==> src/design/assert_macros.svh <==
// Assertion helper macros shared by the fragmenter RTL.
`ifndef ASSERT_MACROS_SVH
`define ASSERT_MACROS_SVH

// Property checked on every rising clock edge, held off while reset is asserted.
`define ASSERT_AT(lbl, clk, rstn, prop, msg) \
  lbl: assert property (@(posedge clk) disable iff (!rstn) (prop)) else $error(msg);

// Same-cycle implication built on the macro above.
`define ASSERT_IMPL(lbl, clk, rstn, ante, cons, msg) \
  `ASSERT_AT(lbl, clk, rstn, (ante) |-> (cons), msg)

`endif

==> src/design/nalfu_pkg.sv <==
// Package: shared constants and types of the NAL unit FU fragmenter.
`timescale 1ns / 1ps
package nalfu_pkg;

  localparam int unsigned LenW       = 16;
  localparam int unsigned MaxResults = 4;
  localparam int unsigned CntW       = 3;
  localparam int unsigned IdxW       = 2;

  localparam logic [LenW-1:0] MaxUnitBytes   = 16'd65535;
  localparam logic [LenW-1:0] MinPacketBytes = 16'd4;
  localparam logic [LenW-1:0] ResetMaxPacket = 16'd1400;

  // Header construction constants.
  localparam logic [7:0] NriMaskH264  = 8'hE0;
  localparam logic [7:0] FuTypeH264   = 8'd28;
  localparam logic [7:0] FuStartBit   = 8'h80;
  localparam logic [7:0] TypeMaskH264 = 8'h1F;
  localparam logic [7:0] TypeMaskH265 = 8'h7E;
  localparam logic [7:0] KeepMaskH265 = 8'h81;
  localparam logic [7:0] FuTypeH265   = 8'(49 << 1);
  localparam logic [7:0] FuEndBit     = 8'h40;

  // Configuration register indexes.
  localparam logic CfgCodecSelect   = 1'b0;
  localparam logic CfgMaxPacketSize = 1'b1;

  typedef struct packed {
    logic            codec_select;
    logic [LenW-1:0] max_packet_bytes;
  } cfg_t;

  typedef struct packed {
    logic [7:0]      data_byte;
    logic [LenW-1:0] unit_length;
  } item_t;

  typedef struct packed {
    logic [CntW-1:0]                 count;
    logic [MaxResults-1:0][7:0]      data;
    logic [MaxResults-1:0]           pkt_end;
    logic [MaxResults-1:0]           done;
  } res_t;

endpackage

==> src/design/nalfu_engine.sv <==
// Per-item fragmentation logic and unit state registers.
`timescale 1ns / 1ps
`include "assert_macros.svh"
module nalfu_engine import nalfu_pkg::*; (
  input  logic  clk_i,
  input  logic  rst_ni,
  input  logic  fire_i,
  input  item_t item_i,
  input  cfg_t  cfg_i,
  output res_t  res_o
);

  logic [LenW-1:0] idx_q, idx_d;
  logic [LenW-1:0] bip_q, bip_d;
  logic            frag_q, frag_d;
  logic [7:0]      first_q, first_d;
  logic [7:0]      second_q, second_d;
  logic [7:0]      fu_q, fu_d;
  logic [LenW-1:0] raw_q, raw_d;
  logic [LenW-1:0] eff_q, eff_d;
  logic [LenW-1:0] max_q, max_d;
  logic            codec_q, codec_d;

  logic [LenW-1:0] len1;
  logic [LenW-1:0] hdr;
  logic [LenW:0]   idx_inc;
  logic [LenW:0]   bip_inc;
  logic [LenW:0]   tail_sum;
  logic            last;
  logic            pe;
  logic [7:0]      fu_out;
  logic [CntW-1:0] n;
  logic [7:0]      b;

  always_comb begin
    idx_d    = idx_q;
    bip_d    = bip_q;
    frag_d   = frag_q;
    first_d  = first_q;
    second_d = second_q;
    fu_d     = fu_q;
    raw_d    = raw_q;
    eff_d    = eff_q;
    max_d    = max_q;
    codec_d  = codec_q;
    res_o    = '0;
    n        = '0;
    last     = 1'b0;
    pe       = 1'b0;
    fu_out   = '0;
    bip_inc  = '0;
    tail_sum = '0;
    b        = item_i.data_byte;
    len1     = (item_i.unit_length == '0) ? LenW'(1) : item_i.unit_length;

    // Latch length, packet limit and codec on the first byte of a unit.
    if (idx_q == '0) begin
      raw_d   = len1;
      eff_d   = (len1 < MaxUnitBytes) ? len1 : MaxUnitBytes;
      max_d   = (cfg_i.max_packet_bytes < MinPacketBytes) ? MinPacketBytes
                                                          : cfg_i.max_packet_bytes;
      codec_d = cfg_i.codec_select;
      frag_d  = eff_d > max_d;
      bip_d   = '0;
    end
    hdr     = codec_d ? LenW'(3) : LenW'(2);
    idx_inc = {1'b0, idx_q} + (LenW+1)'(1);

    if (idx_q < eff_d) begin
      last = (idx_inc == {1'b0, eff_d});
      if (!frag_d) begin
        bip_inc = {1'b0, bip_d} + (LenW+1)'(1);
        bip_d   = last ? '0 : bip_inc[LenW-1:0];
        res_o.data[n[IdxW-1:0]]    = b;
        res_o.pkt_end[n[IdxW-1:0]] = last;
        res_o.done[n[IdxW-1:0]]    = last;
        n = n + CntW'(1);
      end else if (!codec_d && idx_q == '0) begin
        first_d = (b & NriMaskH264) | FuTypeH264;
        fu_d    = b & TypeMaskH264;
        res_o.data[n[IdxW-1:0]] = first_d;
        n = n + CntW'(1);
        res_o.data[n[IdxW-1:0]] = FuStartBit | fu_d;
        n = n + CntW'(1);
        bip_d = LenW'(2);
      end else if (codec_d && idx_q == '0) begin
        // Withhold everything until the second header byte is known.
        first_d = (b & KeepMaskH265) | FuTypeH265;
        fu_d    = (b & TypeMaskH265) >> 1;
      end else if (codec_d && idx_q == LenW'(1)) begin
        second_d = b;
        res_o.data[n[IdxW-1:0]] = first_d;
        n = n + CntW'(1);
        res_o.data[n[IdxW-1:0]] = second_d;
        n = n + CntW'(1);
        res_o.data[n[IdxW-1:0]] = FuStartBit | fu_d;
        n = n + CntW'(1);
        bip_d = LenW'(3);
      end else begin
        if (bip_d == '0) begin
          // New fragment: repeat headers, mark end if the rest fits.
          tail_sum = {1'b0, hdr} + {1'b0, eff_d - idx_q};
          fu_out   = (tail_sum <= {1'b0, max_d}) ? (fu_d | FuEndBit) : fu_d;
          res_o.data[n[IdxW-1:0]] = first_d;
          n = n + CntW'(1);
          if (codec_d) begin
            res_o.data[n[IdxW-1:0]] = second_d;
            n = n + CntW'(1);
          end
          res_o.data[n[IdxW-1:0]] = fu_out;
          n = n + CntW'(1);
          bip_d = hdr;
        end
        bip_inc = {1'b0, bip_d} + (LenW+1)'(1);
        pe      = last || (bip_inc >= {1'b0, max_d});
        bip_d   = pe ? '0 : bip_inc[LenW-1:0];
        res_o.data[n[IdxW-1:0]]    = b;
        res_o.pkt_end[n[IdxW-1:0]] = pe;
        res_o.done[n[IdxW-1:0]]    = last;
        n = n + CntW'(1);
      end
    end

    // Advance the byte index; wrap at the raw unit length.
    if (idx_inc >= {1'b0, raw_d}) begin
      idx_d  = '0;
      bip_d  = '0;
      frag_d = 1'b0;
    end else begin
      idx_d = idx_inc[LenW-1:0];
    end
    res_o.count = n;
  end

  always_ff @(posedge clk_i or negedge rst_ni) begin
    if (!rst_ni) begin
      idx_q    <= '0;
      bip_q    <= '0;
      frag_q   <= 1'b0;
      first_q  <= '0;
      second_q <= '0;
      fu_q     <= '0;
      raw_q    <= '0;
      eff_q    <= '0;
      max_q    <= MinPacketBytes;
      codec_q  <= 1'b0;
    end else if (fire_i) begin
      idx_q    <= idx_d;
      bip_q    <= bip_d;
      frag_q   <= frag_d;
      first_q  <= first_d;
      second_q <= second_d;
      fu_q     <= fu_d;
      raw_q    <= raw_d;
      eff_q    <= eff_d;
      max_q    <= max_d;
      codec_q  <= codec_d;
    end
  end

  `ASSERT_IMPL(a_idx_in_unit, clk_i, rst_ni, idx_q != '0, idx_q < raw_q,
               "byte index ran past the unit length")
  `ASSERT_IMPL(a_frag_fill, clk_i, rst_ni, frag_q, bip_q < max_q,
               "fragment fill reached the packet limit without closing")

endmodule

==> src/design/nalfu_obuf.sv <==
// Result buffer: holds up to four result bytes of one item and hands them out in order.
`timescale 1ns / 1ps
`include "assert_macros.svh"
module nalfu_obuf import nalfu_pkg::*; (
  input  logic       clk_i,
  input  logic       rst_ni,
  input  logic       load_i,
  input  res_t       res_i,
  output logic       free_o,
  output logic       out_valid_o,
  input  logic       out_stall_i,
  output logic [7:0] out_byte_o,
  output logic       packet_end_o,
  output logic       unit_done_o
);

  logic [CntW-1:0]            cnt_q, cnt_d;
  logic [IdxW-1:0]            rd_q, rd_d;
  logic [MaxResults-1:0][7:0] data_q;
  logic [MaxResults-1:0]      pe_q;
  logic [MaxResults-1:0]      done_q;
  logic                       take;

  assign out_valid_o  = cnt_q != '0;
  assign take         = out_valid_o && !out_stall_i;
  // Free when empty, or when the last pending item leaves this cycle.
  assign free_o       = (cnt_q == '0) || ((cnt_q == CntW'(1)) && !out_stall_i);
  assign out_byte_o   = data_q[rd_q];
  assign packet_end_o = pe_q[rd_q];
  assign unit_done_o  = done_q[rd_q];

  always_comb begin
    cnt_d = cnt_q;
    rd_d  = rd_q;
    if (load_i) begin
      cnt_d = res_i.count;
      rd_d  = '0;
    end else if (take) begin
      cnt_d = cnt_q - CntW'(1);
      rd_d  = rd_q + IdxW'(1);
    end
  end

  always_ff @(posedge clk_i or negedge rst_ni) begin
    if (!rst_ni) begin
      cnt_q <= '0;
      rd_q  <= '0;
    end else begin
      cnt_q <= cnt_d;
      rd_q  <= rd_d;
    end
  end

  always_ff @(posedge clk_i) begin
    if (load_i) begin
      data_q <= res_i.data;
      pe_q   <= res_i.pkt_end;
      done_q <= res_i.done;
    end
  end

  `ASSERT_AT(a_rd_in_range, clk_i, rst_ni,
             ({1'b0, rd_q} + cnt_q) <= CntW'(MaxResults),
             "read pointer and pending count exceed the buffer")

endmodule

==> src/design/nal_unit_fu_fragmenter_unit.sv <==
// Top level of the NAL unit FU fragmenter: input register, engine, result buffer, config.
`timescale 1ns / 1ps
// RTP FU fragmenter for H.264 / H.265 NAL units. One NAL byte enters per item, tagged with
// the unit length; result bytes leave with packet_end and unit_done flags, one per cycle
// while out_stall_i is low. A byte that yields zero or one result byte does not hold the
// input, so plain payload streams at full rate while the output is not stalled. A byte
// that opens a fragment also yields its headers (up to four result bytes) and holds the
// input while the single output port drains the four-entry result buffer. An accepted
// byte passes the input register, then the result buffer. Configuration writes are
// always taken (cfg_ready_o is high) and apply from the next unit's first byte.
module nal_unit_fu_fragmenter_unit import nalfu_pkg::*; (
  input  logic            clk_i,
  input  logic            rst_ni,
  input  logic            in_valid_i,
  output logic            in_stall_o,
  input  logic [7:0]      data_byte_i,
  input  logic [LenW-1:0] unit_length_i,
  output logic            out_valid_o,
  input  logic            out_stall_i,
  output logic [7:0]      out_byte_o,
  output logic            packet_end_o,
  output logic            unit_done_o,
  input  logic            cfg_valid_i,
  output logic            cfg_ready_o,
  input  logic            cfg_index_i,
  input  logic [LenW-1:0] cfg_data_i
);

  logic  in_vld_q, in_vld_d;
  item_t item_q;
  cfg_t  cfg_q, cfg_d;
  res_t  res;
  logic  free;
  logic  fire;
  logic  in_take;

  assign cfg_ready_o = 1'b1;
  assign fire        = in_vld_q && free;
  assign in_stall_o  = in_vld_q && !free;
  assign in_take     = in_valid_i && !in_stall_o;

  always_comb begin
    in_vld_d = in_vld_q;
    if (in_take) begin
      in_vld_d = 1'b1;
    end else if (fire) begin
      in_vld_d = 1'b0;
    end
  end

  always_comb begin
    cfg_d = cfg_q;
    if (cfg_valid_i && cfg_ready_o) begin
      unique case (cfg_index_i)
        CfgCodecSelect:   cfg_d.codec_select     = cfg_data_i[0];
        CfgMaxPacketSize: cfg_d.max_packet_bytes = cfg_data_i;
        default:          cfg_d = cfg_q;
      endcase
    end
  end

  always_ff @(posedge clk_i or negedge rst_ni) begin
    if (!rst_ni) begin
      in_vld_q               <= 1'b0;
      cfg_q.codec_select     <= 1'b0;
      cfg_q.max_packet_bytes <= ResetMaxPacket;
    end else begin
      in_vld_q <= in_vld_d;
      cfg_q    <= cfg_d;
    end
  end

  // Hold the input payload until the engine consumes it.
  always_ff @(posedge clk_i) begin
    if (in_take) begin
      item_q.data_byte   <= data_byte_i;
      item_q.unit_length <= unit_length_i;
    end
  end

  nalfu_engine u_engine (
    .clk_i  (clk_i),
    .rst_ni (rst_ni),
    .fire_i (fire),
    .item_i (item_q),
    .cfg_i  (cfg_q),
    .res_o  (res)
  );

  nalfu_obuf u_obuf (
    .clk_i        (clk_i),
    .rst_ni       (rst_ni),
    .load_i       (fire),
    .res_i        (res),
    .free_o       (free),
    .out_valid_o  (out_valid_o),
    .out_stall_i  (out_stall_i),
    .out_byte_o   (out_byte_o),
    .packet_end_o (packet_end_o),
    .unit_done_o  (unit_done_o)
  );

endmodule

==> config.mk <==
export PLATFORM = sky130hd
export DESIGN_NAME = nal_unit_fu_fragmenter_unit
export DESIGN_NICKNAME = d
export VERILOG_FILES = /design/src/design/nalfu_pkg.sv /design/src/design/nalfu_engine.sv /design/src/design/nalfu_obuf.sv /design/src/design/nal_unit_fu_fragmenter_unit.sv
export VERILOG_INCLUDE_DIRS = /design/src /design/src/design
export SDC_FILE = /design/constraint.sdc
export NUM_CORES = 1
export LEC_CHECK = 0
export BUFFER_PORTS_ARGS = -buffer_cell sky130_fd_sc_hd__buf_4
export CAP_MARGIN = 20
export CORE_UTILIZATION = 35
export CTS_CLUSTER_SIZE = 20
export DETAILED_ROUTE_END_ITERATION = 10
export PLACE_DENSITY_LB_ADDON = 0.1
export SYNTH_ARGS = -nofsm -noshare
export SYNTH_HDL_FRONTEND = slang
export SYNTH_HIERARCHICAL = 1
export SYNTH_SLANG_ARGS = --single-unit
==> constraint.sdc <==
create_clock -name clk_i -period 6.73 [get_ports clk_i]
set_input_delay 1.0095 -clock clk_i [delete_from_list [all_inputs] [get_ports clk_i]]
set_output_delay 1.0095 -clock clk_i [all_outputs]
set_load 0.02 [all_outputs]
==> results of run 1 <==
-- logic make-up after synthesis --
family	synth area share (%)
compound gates	13.98
xor+xnor	4.414
fa+ha+maj	9.267
buf+inv	4.774
flops	40.46
mux	7.276
other cells	0.06007
simple gates	19.77
-- sequential cells by signal, indices dropped and copies added, names as in the netlist, 6 cells and up --
register / count
cfg_q: 17
item_q: 24
u_engine/bip_q: 16
u_engine/eff_q: 16
u_engine/first_q: 6
u_engine/fu_q: 6
u_engine/idx_q: 16
u_engine/max_q: 16
u_engine/raw_q: 16
u_engine/second_q: 8
u_obuf/data_q: 32
-- worst min-delay path by stage --
stage / start / endpoint / slack, ps / cells past startpoint
after floorplan: u_engine/raw_q[10] / u_engine/raw_q[10] / 440 / 2
after global placement: u_engine/raw_q[8] / u_engine/raw_q[8] / 450 / 2
after detailed placement: u_engine/eff_q[14] / u_engine/eff_q[14] / 460 / 2
after CTS: u_engine/raw_q[7] / u_engine/raw_q[7] / 480 / 2
after global routing: u_engine/raw_q[7] / u_engine/raw_q[7] / 500 / 2
final: u_engine/raw_q[8] / u_engine/raw_q[8] / 470 / 2
-- layout make-up --
class                      count  share of cell area, %
inverter                      74                  1.960
clock inverter                13                  1.377
sequential                   189                  35.69
tap                          455                  4.016
multi-input combinational   1007                  48.50
clock buffer                  19                  3.275
timing repair buffer          91                  5.181
-- cell usage after synthesis, drive strengths merged, types with 7 or more instances --
| cell type | number |
|---|---|
| a211oi | 15 |
| a21o | 19 |
| a21oi | 70 |
| a22oi | 7 |
| a31oi | 10 |
| and2 | 17 |
| buf | 14 |
| clkbuf | 60 |
| dfrtp | 118 |
| dfstp | 7 |
| edfxtp | 64 |
| ha | 91 |
| inv | 73 |
| mux2 | 39 |
| mux2i | 20 |
| mux4 | 10 |
| nand2 | 189 |
| nand2b | 12 |
| nand3 | 54 |
| nand4 | 26 |
| nor2 | 99 |
| nor2b | 14 |
| nor3 | 22 |
| nor4 | 29 |
| o21a | 16 |
| o21ai | 70 |
| o22ai | 14 |
| o31ai | 8 |
| or2 | 8 |
| or3 | 9 |
| xnor2 | 43 |
| xor2 | 20 |
-- metal layers --
layer | up-vias | share of wire [%]
met2 | 259 | 46
met5 | - | 0
met3 | 33 | 4.7
met4 | 0 | 1.5
li1 | 4887 | -
met1 | 4974 | 47
-- per-stage QoR --
step	util (%)	hold slack [ps]	setup slack, ps	std cells	area [um^2]
4_1_cts	40.43	475.7	205.5	1846	14100
3_5_place_dp	38.54	459.0	228.6	1814	13450
5_1_grt	40.63	503.6	25.72	1848	14170
3_3_place_gp	38.50	451.2	332.0	1813	13430
2_1_floorplan	-	438.5	496.8	1344	12510
6_report	40.63	473.2	236.5	1848	14170
-- worst max-delay path, stage by stage (launching register included) --
cell and delay, ps:
dfrtp_1 470, inv_1 140, ha_1 230, nor3b_2 160, nand4_1 90, buf_4 190
mux2_2 380, ha_1 340, nor2b_4 150, o31a_1 300, a21oi_2 210, nand3_2 110
or4b_4 540, or3_4 400, or4_1 490, or3_1 390, xor2_1 160, ha_1 210
or4_1 470, a221oi_1 250, a211oi_1 150, nor2_1 110, o41ai_1 70, a221oi_1 280
-- timing repair --
item,CTS,global route
gates resized for setup,0,3
setup endpoints to repair,0,1
buffers inserted,0,0
==> metrics.md, run 1 <==
| Metric | Value |
|---|---|
| Outcome | finished clean |
| Final period util | 96.49% |
| # DRC | 0 |
| Core Area | 34,880 um^2 |
| Dominant register cell in the synthesized netlist | dfrtp_1 |
| Yosys warns | 6 |
| Initial Util | 35.84% |
| Routed length per placed instance | 20.39 um |
| Total grt overflow | 0 |
| CP endpoint | u_obuf/data_q[14] |
| Setup tns final | 0 ps |
| FMAX | 154.0 MHz |
| Rel. slew slack | 35.64% |
| Clk sink count | 189 |
| Final nets | 1,518 |
| Count of final max-slew check failures | 0 |
| Max Cap Violations | 0 |
| DP Wirelength | 28,390 um |
| Initial antenna violation count | 0 |
| Worst setup path start | u_engine/idx_q[1] |
| Vias in the first global route | 9,867 |
| Worst hold-check path type | reg2reg |
| Hold_buf cts | 0 |
| First DRT Iteration DRCs | 686 |
| Flip-flop and latch area | 5059 um^2 |
| GRT Util Overall | 21.45% |
| Ports | 59 |
| Global route hottest layer | met2 |
| CP required | 7000 ps |
| Worst reg2reg startpoint | u_engine/idx_q[1] |
| CTS tree | yes |
| R2r worst-path depth | 23 |
| Crit path arrival time | 6770 ps |
| Die Height | 191.0 um |
| Row cnt | 68 |
| Critical path fanouts, max | 9 |
| GR Layer Usage met2 | 34.55% |
| Vias | 10.15k |
| Register area share after synthesis | 40.46% |
| Fraction of layout cells with a size suffix above 1 | 14.79% |
| Gpl congestion | 0.8548 |
| H-tree depth | 4 |
| Post-synth EDFFs | 64 |
| Pre-antenna DRT Iters | 5 |
| Slew at the pin with the worst max-slew slack | 957.2 ps |
| CTS Buf Count | 17 |
| Multi-input logic area | 6875 um^2 |
| RSZ-0062 raised after global routing | no |
| I/O Buffers | 57 |
| Final hold violation count | 0 |
| Count of endpoints failing setup in the final report | 0 |
| Filler cell count | 3,534 |
| GR Util met1 | 29.35% |
| Final min period | 6493 ps |
| Cell area after synthesis | 12,500 um^2 |
| Top cell type's share of synthesized area | 23.62% |
| Detail Route Antenna Nets | 0 |
| Area leader, netlist | dfrtp_1 |
| Reg clk slew, reported paths | 80 ps |
| Post-synthesis instance total | 1,343 |
| Die Span X | 191.0 um |
| Commonest non-fill, non-tap cells in the layout | 187 x nand2_1, 118 x dfrtp_1, 99 x nor2_1 |
| Ant. Diodes | 0 |
| First-pass GRT wire length | 58,510 um |
| Reg2Reg Setup Slack | 240 ps |
| Top area cells in the synthesized netlist | dfrtp_1 24%, edfxtp_1 15%, ha_1 9.1% |
| Most common cell after layout, fill and taps aside | nand2_1 |
| Final wirelength | 37,690 um |
| Post-Route Skew | 18.58 ps |
| Critical path class | reg2reg |
| Worst-Skew Late Latency | 470 ps |
| R2r endpoint | u_obuf/data_q[14] |
| Syn-to-layout area delta | 13.38% |
| Largest net degree at the start of global routing | 74 |
| Met3 Track Usage GR | 4.076% |
| Average cell area after synthesis | 9.309 um^2 |
| Crit. End Element | register |
| Die ar. | 36,480 um^2 |
| Worst Setup Start Kind | register |
| CTS root buf | clkbuf_16 |
| FFs w/ async S/R, synth | 66.14% |
| Yosys reg bits | 189 |
| Clk buf depth | 2 |
| Post-synth cell types | 85 |
| Drt via density | 5.494 |
Power of run 1 is not shown: default switching activity piles up to over one toggle a cycle in this logic, so the estimate is an artifact.
==> run 2, diff against run 1 <==
Clock period 6.73 ns to 8.1 ns, I/O delays scaled along.
==> run 2 against run 1 <==
Against the previous run:
- fmax decreased by 7.0%
- core utilization down 0.76 points
- worst setup slack better by 880 ps
- clock-buffer cell count is 2 lower
- via count fell by 0.71%
- largest cell class unchanged
- critical endpoint unchanged
==> metrics.md, run 2 (synthesized netlist as in run 1, its figures left out) <==
| Metric | Value |
|---|---|
| FMAX | 143.2 MHz (was 154.0 MHz) |
| I/O Buffers | 57 (unchanged) |
| Filler cell count | 3,494 (was 3,534) |
| Core Area | 34,880 um^2 (unchanged) |
| Hold_buf cts | 0 (unchanged) |
| Slew at the pin with the worst max-slew slack | 966.7 ps (was 957.2 ps) |
| Worst reg2reg startpoint | u_engine/idx_q[1] (unchanged) |
| Final wirelength | 37,320 um (was 37,690 um) |
| RSZ-0062 raised after global routing | no (unchanged) |
| Worst hold-check path type | reg2reg (unchanged) |
| Outcome | finished clean (unchanged) |
| Final Util | 39.87% (was 40.63%) |
| Largest register by flop count | u_obuf/data_q (unchanged) |
| Worst-Skew Late Latency | 460 ps (was 470 ps) |
| Row cnt | 68 (unchanged) |
| H-tree depth | 4 (unchanged) |
| Setup tns final | 0 ps (unchanged) |
| Biggest regs | u_obuf/data_q (32), item_q (24), cfg_q (17) (unchanged) |
| GRT Util Overall | 21.32% (was 21.45%) |
| Fin cells | 1,830 (was 1,848) |
| First-pass GRT wire length | 58,690 um (was 58,510 um) |
| Clk sink count | 189 (unchanged) |
| Final hold violation count | 0 (unchanged) |
| CP required | 8360 ps (was 7000 ps) |
| Critical path fanouts, max | 31 (was 9) |
| Routed length per placed instance | 20.40 um (was 20.39 um) |
| Die ar. | 36,480 um^2 (unchanged) |
| Total grt overflow | 0 (unchanged) |
| CTS tree | yes (unchanged) |
| Fin Hold WS | 471.0 ps (was 473.2 ps) |
| Multi-input logic area | 6865 um^2 (was 6875 um^2) |
| Post-CTS Resized | 0 (unchanged) |
| Max Cap Violations | 0 (unchanged) |
| Flip-flop and latch area | 5059 um^2 (unchanged) |
| Crit path arrival time | 7240 ps (was 6770 ps) |
| Reg clk slew, reported paths | 80 ps (about the same) |
| Ant. Diodes | 0 (unchanged) |
| Initial antenna violation count | 0 (unchanged) |
| Count of endpoints failing setup in the final report | 0 (unchanged) |
| First DRT Iteration DRCs | 838 (was 686) |
| Vias | 10.08k (was 10.15k) |
| Most common cell after layout, fill and taps aside | nand2_1 (unchanged) |
| Post-Route Skew | 14.24 ps (was 18.58 ps) |
| Hold path start | u_engine/raw_q[12] (was u_engine/raw_q[8]) |
| Clk buf depth | 2 (unchanged) |
| Crit. End Element | register (unchanged) |
| Drt via density | 5.509 (was 5.494) |
| DP Wirelength | 27,900 um (was 28,390 um) |
| Syn-to-layout area delta | 11.26% (was 13.38%) |
| Die Height | 191.0 um (unchanged) |
| Worst setup path start | u_engine/idx_q[1] (unchanged) |
| Largest net degree at the start of global routing | 71 (was 74) |
| Count of final max-slew check failures | 0 (unchanged) |
| # DRC | 0 (unchanged) |
| Fraction of layout cells with a size suffix above 1 | 13.53% (was 14.79%) |
| Commonest non-fill, non-tap cells in the layout | 187 x nand2_1, 118 x dfrtp_1, 99 x nor2_1 (unchanged) |
| Ports | 59 (unchanged) |
| Pre-antenna DRT Iters | 5 (unchanged) |
| Final min period | 6982 ps (was 6493 ps) |
| Placed cells | 1,797 (was 1,814) |
| CTS Buf Count | 17 (unchanged) |
| Gpl congestion | 0.8686 (was 0.8548) |
| Worst Setup Start Kind | register (unchanged) |
| Postcts setup bufs | 0 (unchanged) |
| Final period util | 86.20% (was 96.49%) |
| Initial Util | 35.84% (unchanged) |
| CTS root buf | clkbuf_16 (unchanged) |
| Final nets | 1,500 (was 1,518) |
| Die Span X | 191.0 um (unchanged) |
| Max reg flops | 32 (unchanged) |
| Vias in the first global route | 9,882 (was 9,867) |
| Detail Route Antenna Nets | 0 (unchanged) |
| Critical path class | reg2reg (unchanged) |
| Rel. slew slack | 34.73% (was 35.64%) |
==> run 2: cell types whose count changed in the layout (fill, tap and decap cells not counted), sizes merged <==
cell | previous run | this run
clkinv | 5 | 6
bufinv | 3 | 0
buf | 91 | 73
clkbuf | 19 | 17
clkinvlp | 0 | 3
inv | 79 | 80
==> run 2: area by class of cell <==
class	instances	share of cell area, %
Clock buffer	17	3.058
Clock inverter	15	0.9265
Inverter	74	1.997
Multi-Input combinational cell	1007	49.36
Sequential cell	189	36.37
Tap cell	455	4.093
Timing Repair Buffer	73	4.201
==> run 2: worst max-delay path, stage by stage, from the launching register on <==
cell      delay [ps]
dfrtp_1          460
inv_1            150
ha_1             200
nor3b_1          240
nand4_1          380
buf_4            430
mux2_2           350
ha_1             360
o21a_1           140
o31a_1           150
a21oi_2          210
nand3_2          110
or4b_4           550
or3_4            400
or4_1            500
or3_1            390
xor2_1           150
ha_1             210
or4_1            490
a221oi_1         250
a211oi_1         160
nor2_1           110
o41ai_1           80
a221oi_1         310
==> run 2: through the flow <==
| step | worst slack (ps) | cell area (um^2) |
|---|---|---|
| floorplan | 1867 | 12510 |
| global placement | 1382 | 13310 |
| detailed placement | 1206 | 13340 |
| CTS | 1177 | 13890 |
| global route | 701.0 | 13910 |
| finish | 1118 | 13910 |
==> run 2: final timing paths <==
kind | endpoint | slack (ps) | cells past startpoint
setup / recovery | u_obuf/data_q[14] | 1120 | 23
hold / removal | u_engine/raw_q[12] | 470 | 2
setup reg to reg | u_obuf/data_q[14] | 1120 | 23
hold reg to reg | u_engine/raw_q[12] | 470 | 2
max in group asynchronous | cfg_q[2] | 6070 | 2
min in group asynchronous | u_engine/bip_q[13] | 790 | 1
==> run 2: layer usage <==
metal	part of all wire (%)	track usage, %	wire, um	vias to the layer above
met5	0	0	0	-
met3	4.4	3.066	1649	26
li1	-	-	-	4867
met1	48	30.14	17960	4885
met4	1.3	5.723	496	0
met2	46	33.84	17220	303
Power of run 2 is left out for the same reason.
==> run 3, diff against run 2 <==
Settings changed: CTS_CLUSTER_SIZE 20 to unset, PLACE_DENSITY set to 0.6, PLACE_DENSITY_LB_ADDON 0.1 to unset.
==> run 3 against run 2 <==
Against the previous run:
- sequential cell count unchanged
- worst setup slack better by 100 ps
- final area about the same
- routed wire length down 6.7%
- critical path type unchanged
==> metrics.md, run 3 (synthesized netlist as in run 1, its figures left out) <==
| Metric | Value |
|---|---|
| Slew at the pin with the worst max-slew slack | 980.8 ps (was 966.7 ps) |
| # DRC | 0 (unchanged) |
| CP required | 8350 ps (was 8360 ps) |
| Clk sink count | 189 (unchanged) |
| Critical Path, Cell by Cell | nor4_1, nand4_1, buf_4, mux2_2, ha_1, nor2b_4, o31a_1, a21oi_2, nand3_2, or4b_4, or3_4, or4_1, or3_1, xor2_1, ha_1, or4_1, a221oi_1, a211oi_1, nor2_1, o41ai_1, a221oi_1 (was inv_1, ha_1, nor3b_1, nand4_1, buf_4, mux2_2, ha_1, o21a_1, o31a_1, a21oi_2, nand3_2, or4b_4, or3_4, or4_1, or3_1, xor2_1, ha_1, or4_1, a221oi_1, a211oi_1, nor2_1, o41ai_1, a221oi_1) |
| Post-Route Skew | 11.83 ps (was 14.24 ps) |
| Crit-path slowest cell | nor4_1 (was or4b_4) |
| Pre-antenna DRT Iters | 5 (unchanged) |
| Biggest regs | u_obuf/data_q (32), item_q (24), cfg_q (17) (unchanged) |
| Vias | 10.14k (was 10.08k) |
| Outcome | finished clean (unchanged) |
| Final Util | 39.85% (was 39.87%) |
| Final hold violation count | 0 (unchanged) |
| Crit path arrival time | 7140 ps (was 7240 ps) |
| Fin Hold WS | 466.9 ps (was 471.0 ps) |
| Placed cells | 1,797 (unchanged) |
| CTS root buf | clkbuf_16 (unchanged) |
| Largest register by flop count | u_obuf/data_q (unchanged) |
| Flip-flop and latch area | 5059 um^2 (unchanged) |
| CTS Buf Count | 17 (unchanged) |
| Final wirelength | 34,820 um (was 37,320 um) |
| Worst hold-check path type | reg2reg (unchanged) |
| Largest net degree at the start of global routing | 69 (was 71) |
| Reg clk slew, reported paths | 70 ps (was 80 ps) |
| Fin cells | 1,831 (was 1,830) |
| Most common cell after layout, fill and taps aside | nand2_1 (unchanged) |
| Fraction of layout cells with a size suffix above 1 | 13.23% (was 13.53%) |
| Final min period | 6882 ps (was 6982 ps) |
| Postcts setup bufs | 0 (unchanged) |
| Max Cap Violations | 0 (unchanged) |
| Filler cell count | 3,476 (was 3,494) |
| Syn-to-layout area delta | 11.20% (was 11.26%) |
| Initial antenna violation count | 0 (unchanged) |
| Drt via density | 5.539 (was 5.509) |
| Die ar. | 36,480 um^2 (unchanged) |
| Setup tns final | 0 ps (unchanged) |
| I/O Buffers | 57 (unchanged) |
| Worst-Skew Late Latency | 440 ps (was 460 ps) |
| Worst Setup Start Kind | register (unchanged) |
| Worst path max stage delay | 580 ps (was 550 ps) |
| RSZ-0062 raised after global routing | no (unchanged) |
| Gpl congestion | 0.9010 (was 0.8686) |
| Total grt overflow | 0 (unchanged) |
| Max reg flops | 32 (unchanged) |
| DP Wirelength | 26,330 um (was 27,900 um) |
| Post-CTS Resized | 0 (unchanged) |
| CP delay by family, top | simple AND/OR/NAND/NOR gates (unchanged) |
| First-pass GRT wire length | 55,210 um (was 58,690 um) |
| Detail Route Antenna Nets | 0 (unchanged) |
| Core Area | 34,880 um^2 (unchanged) |
| Clk buf depth | 2 (unchanged) |
| Crit. End Element | register (unchanged) |
| GRT Util Overall | 19.64% (was 21.32%) |
| Routed length per placed instance | 19.02 um (was 20.40 um) |
| Buf/Inv on CP | 1 (was 2) |
| Ant. Diodes | 0 (unchanged) |
| First DRT Iteration DRCs | 1,038 (was 838) |
| Final period util | 84.96% (was 86.20%) |
| FMAX | 145.3 MHz (was 143.2 MHz) |
| Count of final max-slew check failures | 0 (unchanged) |
| H-tree depth | 4 (unchanged) |
| CTS tree | yes (unchanged) |
| Die Height | 191.0 um (unchanged) |
| Multi-input logic area | 6865 um^2 (unchanged) |
| Ports | 59 (unchanged) |
| Row cnt | 68 (unchanged) |
| Critical path fanouts, max | 14 (was 31) |
| Critical path class | reg2reg (unchanged) |
| Rel. slew slack | 33.78% (was 34.73%) |
| Vias in the first global route | 9,805 (was 9,882) |
| Initial Util | 35.84% (unchanged) |
| Count of endpoints failing setup in the final report | 0 (unchanged) |
| Die Span X | 191.0 um (unchanged) |
| Commonest non-fill, non-tap cells in the layout | 187 x nand2_1, 118 x dfrtp_1, 99 x nor2_1 (unchanged) |
| Hold_buf cts | 0 (unchanged) |
| Final nets | 1,501 (was 1,500) |
==> run 3: changes by cell type in the layout (fill, tap and decap cells not counted), moves of 2 or more <==
| cell | previous run | this run |
|---|---|---|
| clkbuf_1 | 0 | 4 |
| clkinv_2 | 3 | 0 |
| clkinv_4 | 1 | 4 |
| clkinvlp_4 | 3 | 1 |
| inv_8 | 3 | 0 |
==> run 3: area by class of cell <==
type	count	area share [%]
inverter	74	1.998
timing repair buffer	74	4.221
clock buffer	22	3.348
multi-input combinational	1007	49.38
sequential	189	36.39
tap	455	4.095
clock inverter	10	0.5670
==> run 3: per-stage QoR <==
stage	worst slack (ps)	cell area (um^2)
2_1_floorplan	1867	12510
3_3_place_gp	1439	13320
3_5_place_dp	1352	13320
4_1_cts	1291	13860
5_1_grt	886.7	13900
6_report	1218	13900
==> run 3: per-layer routing <==
metal | wire [um] | global-route usage (%)
met1 | 16320 | 27.55
met2 | 15960 | 30.74
met3 | 1932 | 3.323
met4 | 601 | 5.908
met5 | 0 | 0
==> run 3: tightest hold or removal path, delay by kind of cell, from the launching register on <==
| kind | cells | cell delay (ps) |
|---|---|---|
| AND/OR/NAND/NOR | 2 | 100 |
| flip-flops | 1 | 340 |
==> run 3: worst paths after layout <==
| check | from | slack, ps | to | depth (start not counted) |
|---|---|---|---|---|
| setup / recovery | u_engine/idx_q[12] | 1220 | u_obuf/data_q[14] | 21 |
| hold / removal | u_engine/raw_q[2] | 470 | u_engine/raw_q[2] | 2 |
| setup reg to reg | u_engine/idx_q[12] | 1220 | u_obuf/data_q[14] | 21 |
| hold reg to reg | u_engine/raw_q[2] | 470 | u_engine/raw_q[2] | 2 |
| max in group asynchronous | rst_ni | 6020 | u_engine/first_q[5] | 2 |
| min in group asynchronous | rst_ni | 750 | u_engine/raw_q[11] | 1 |
Power of run 3 is left out for the same reason.
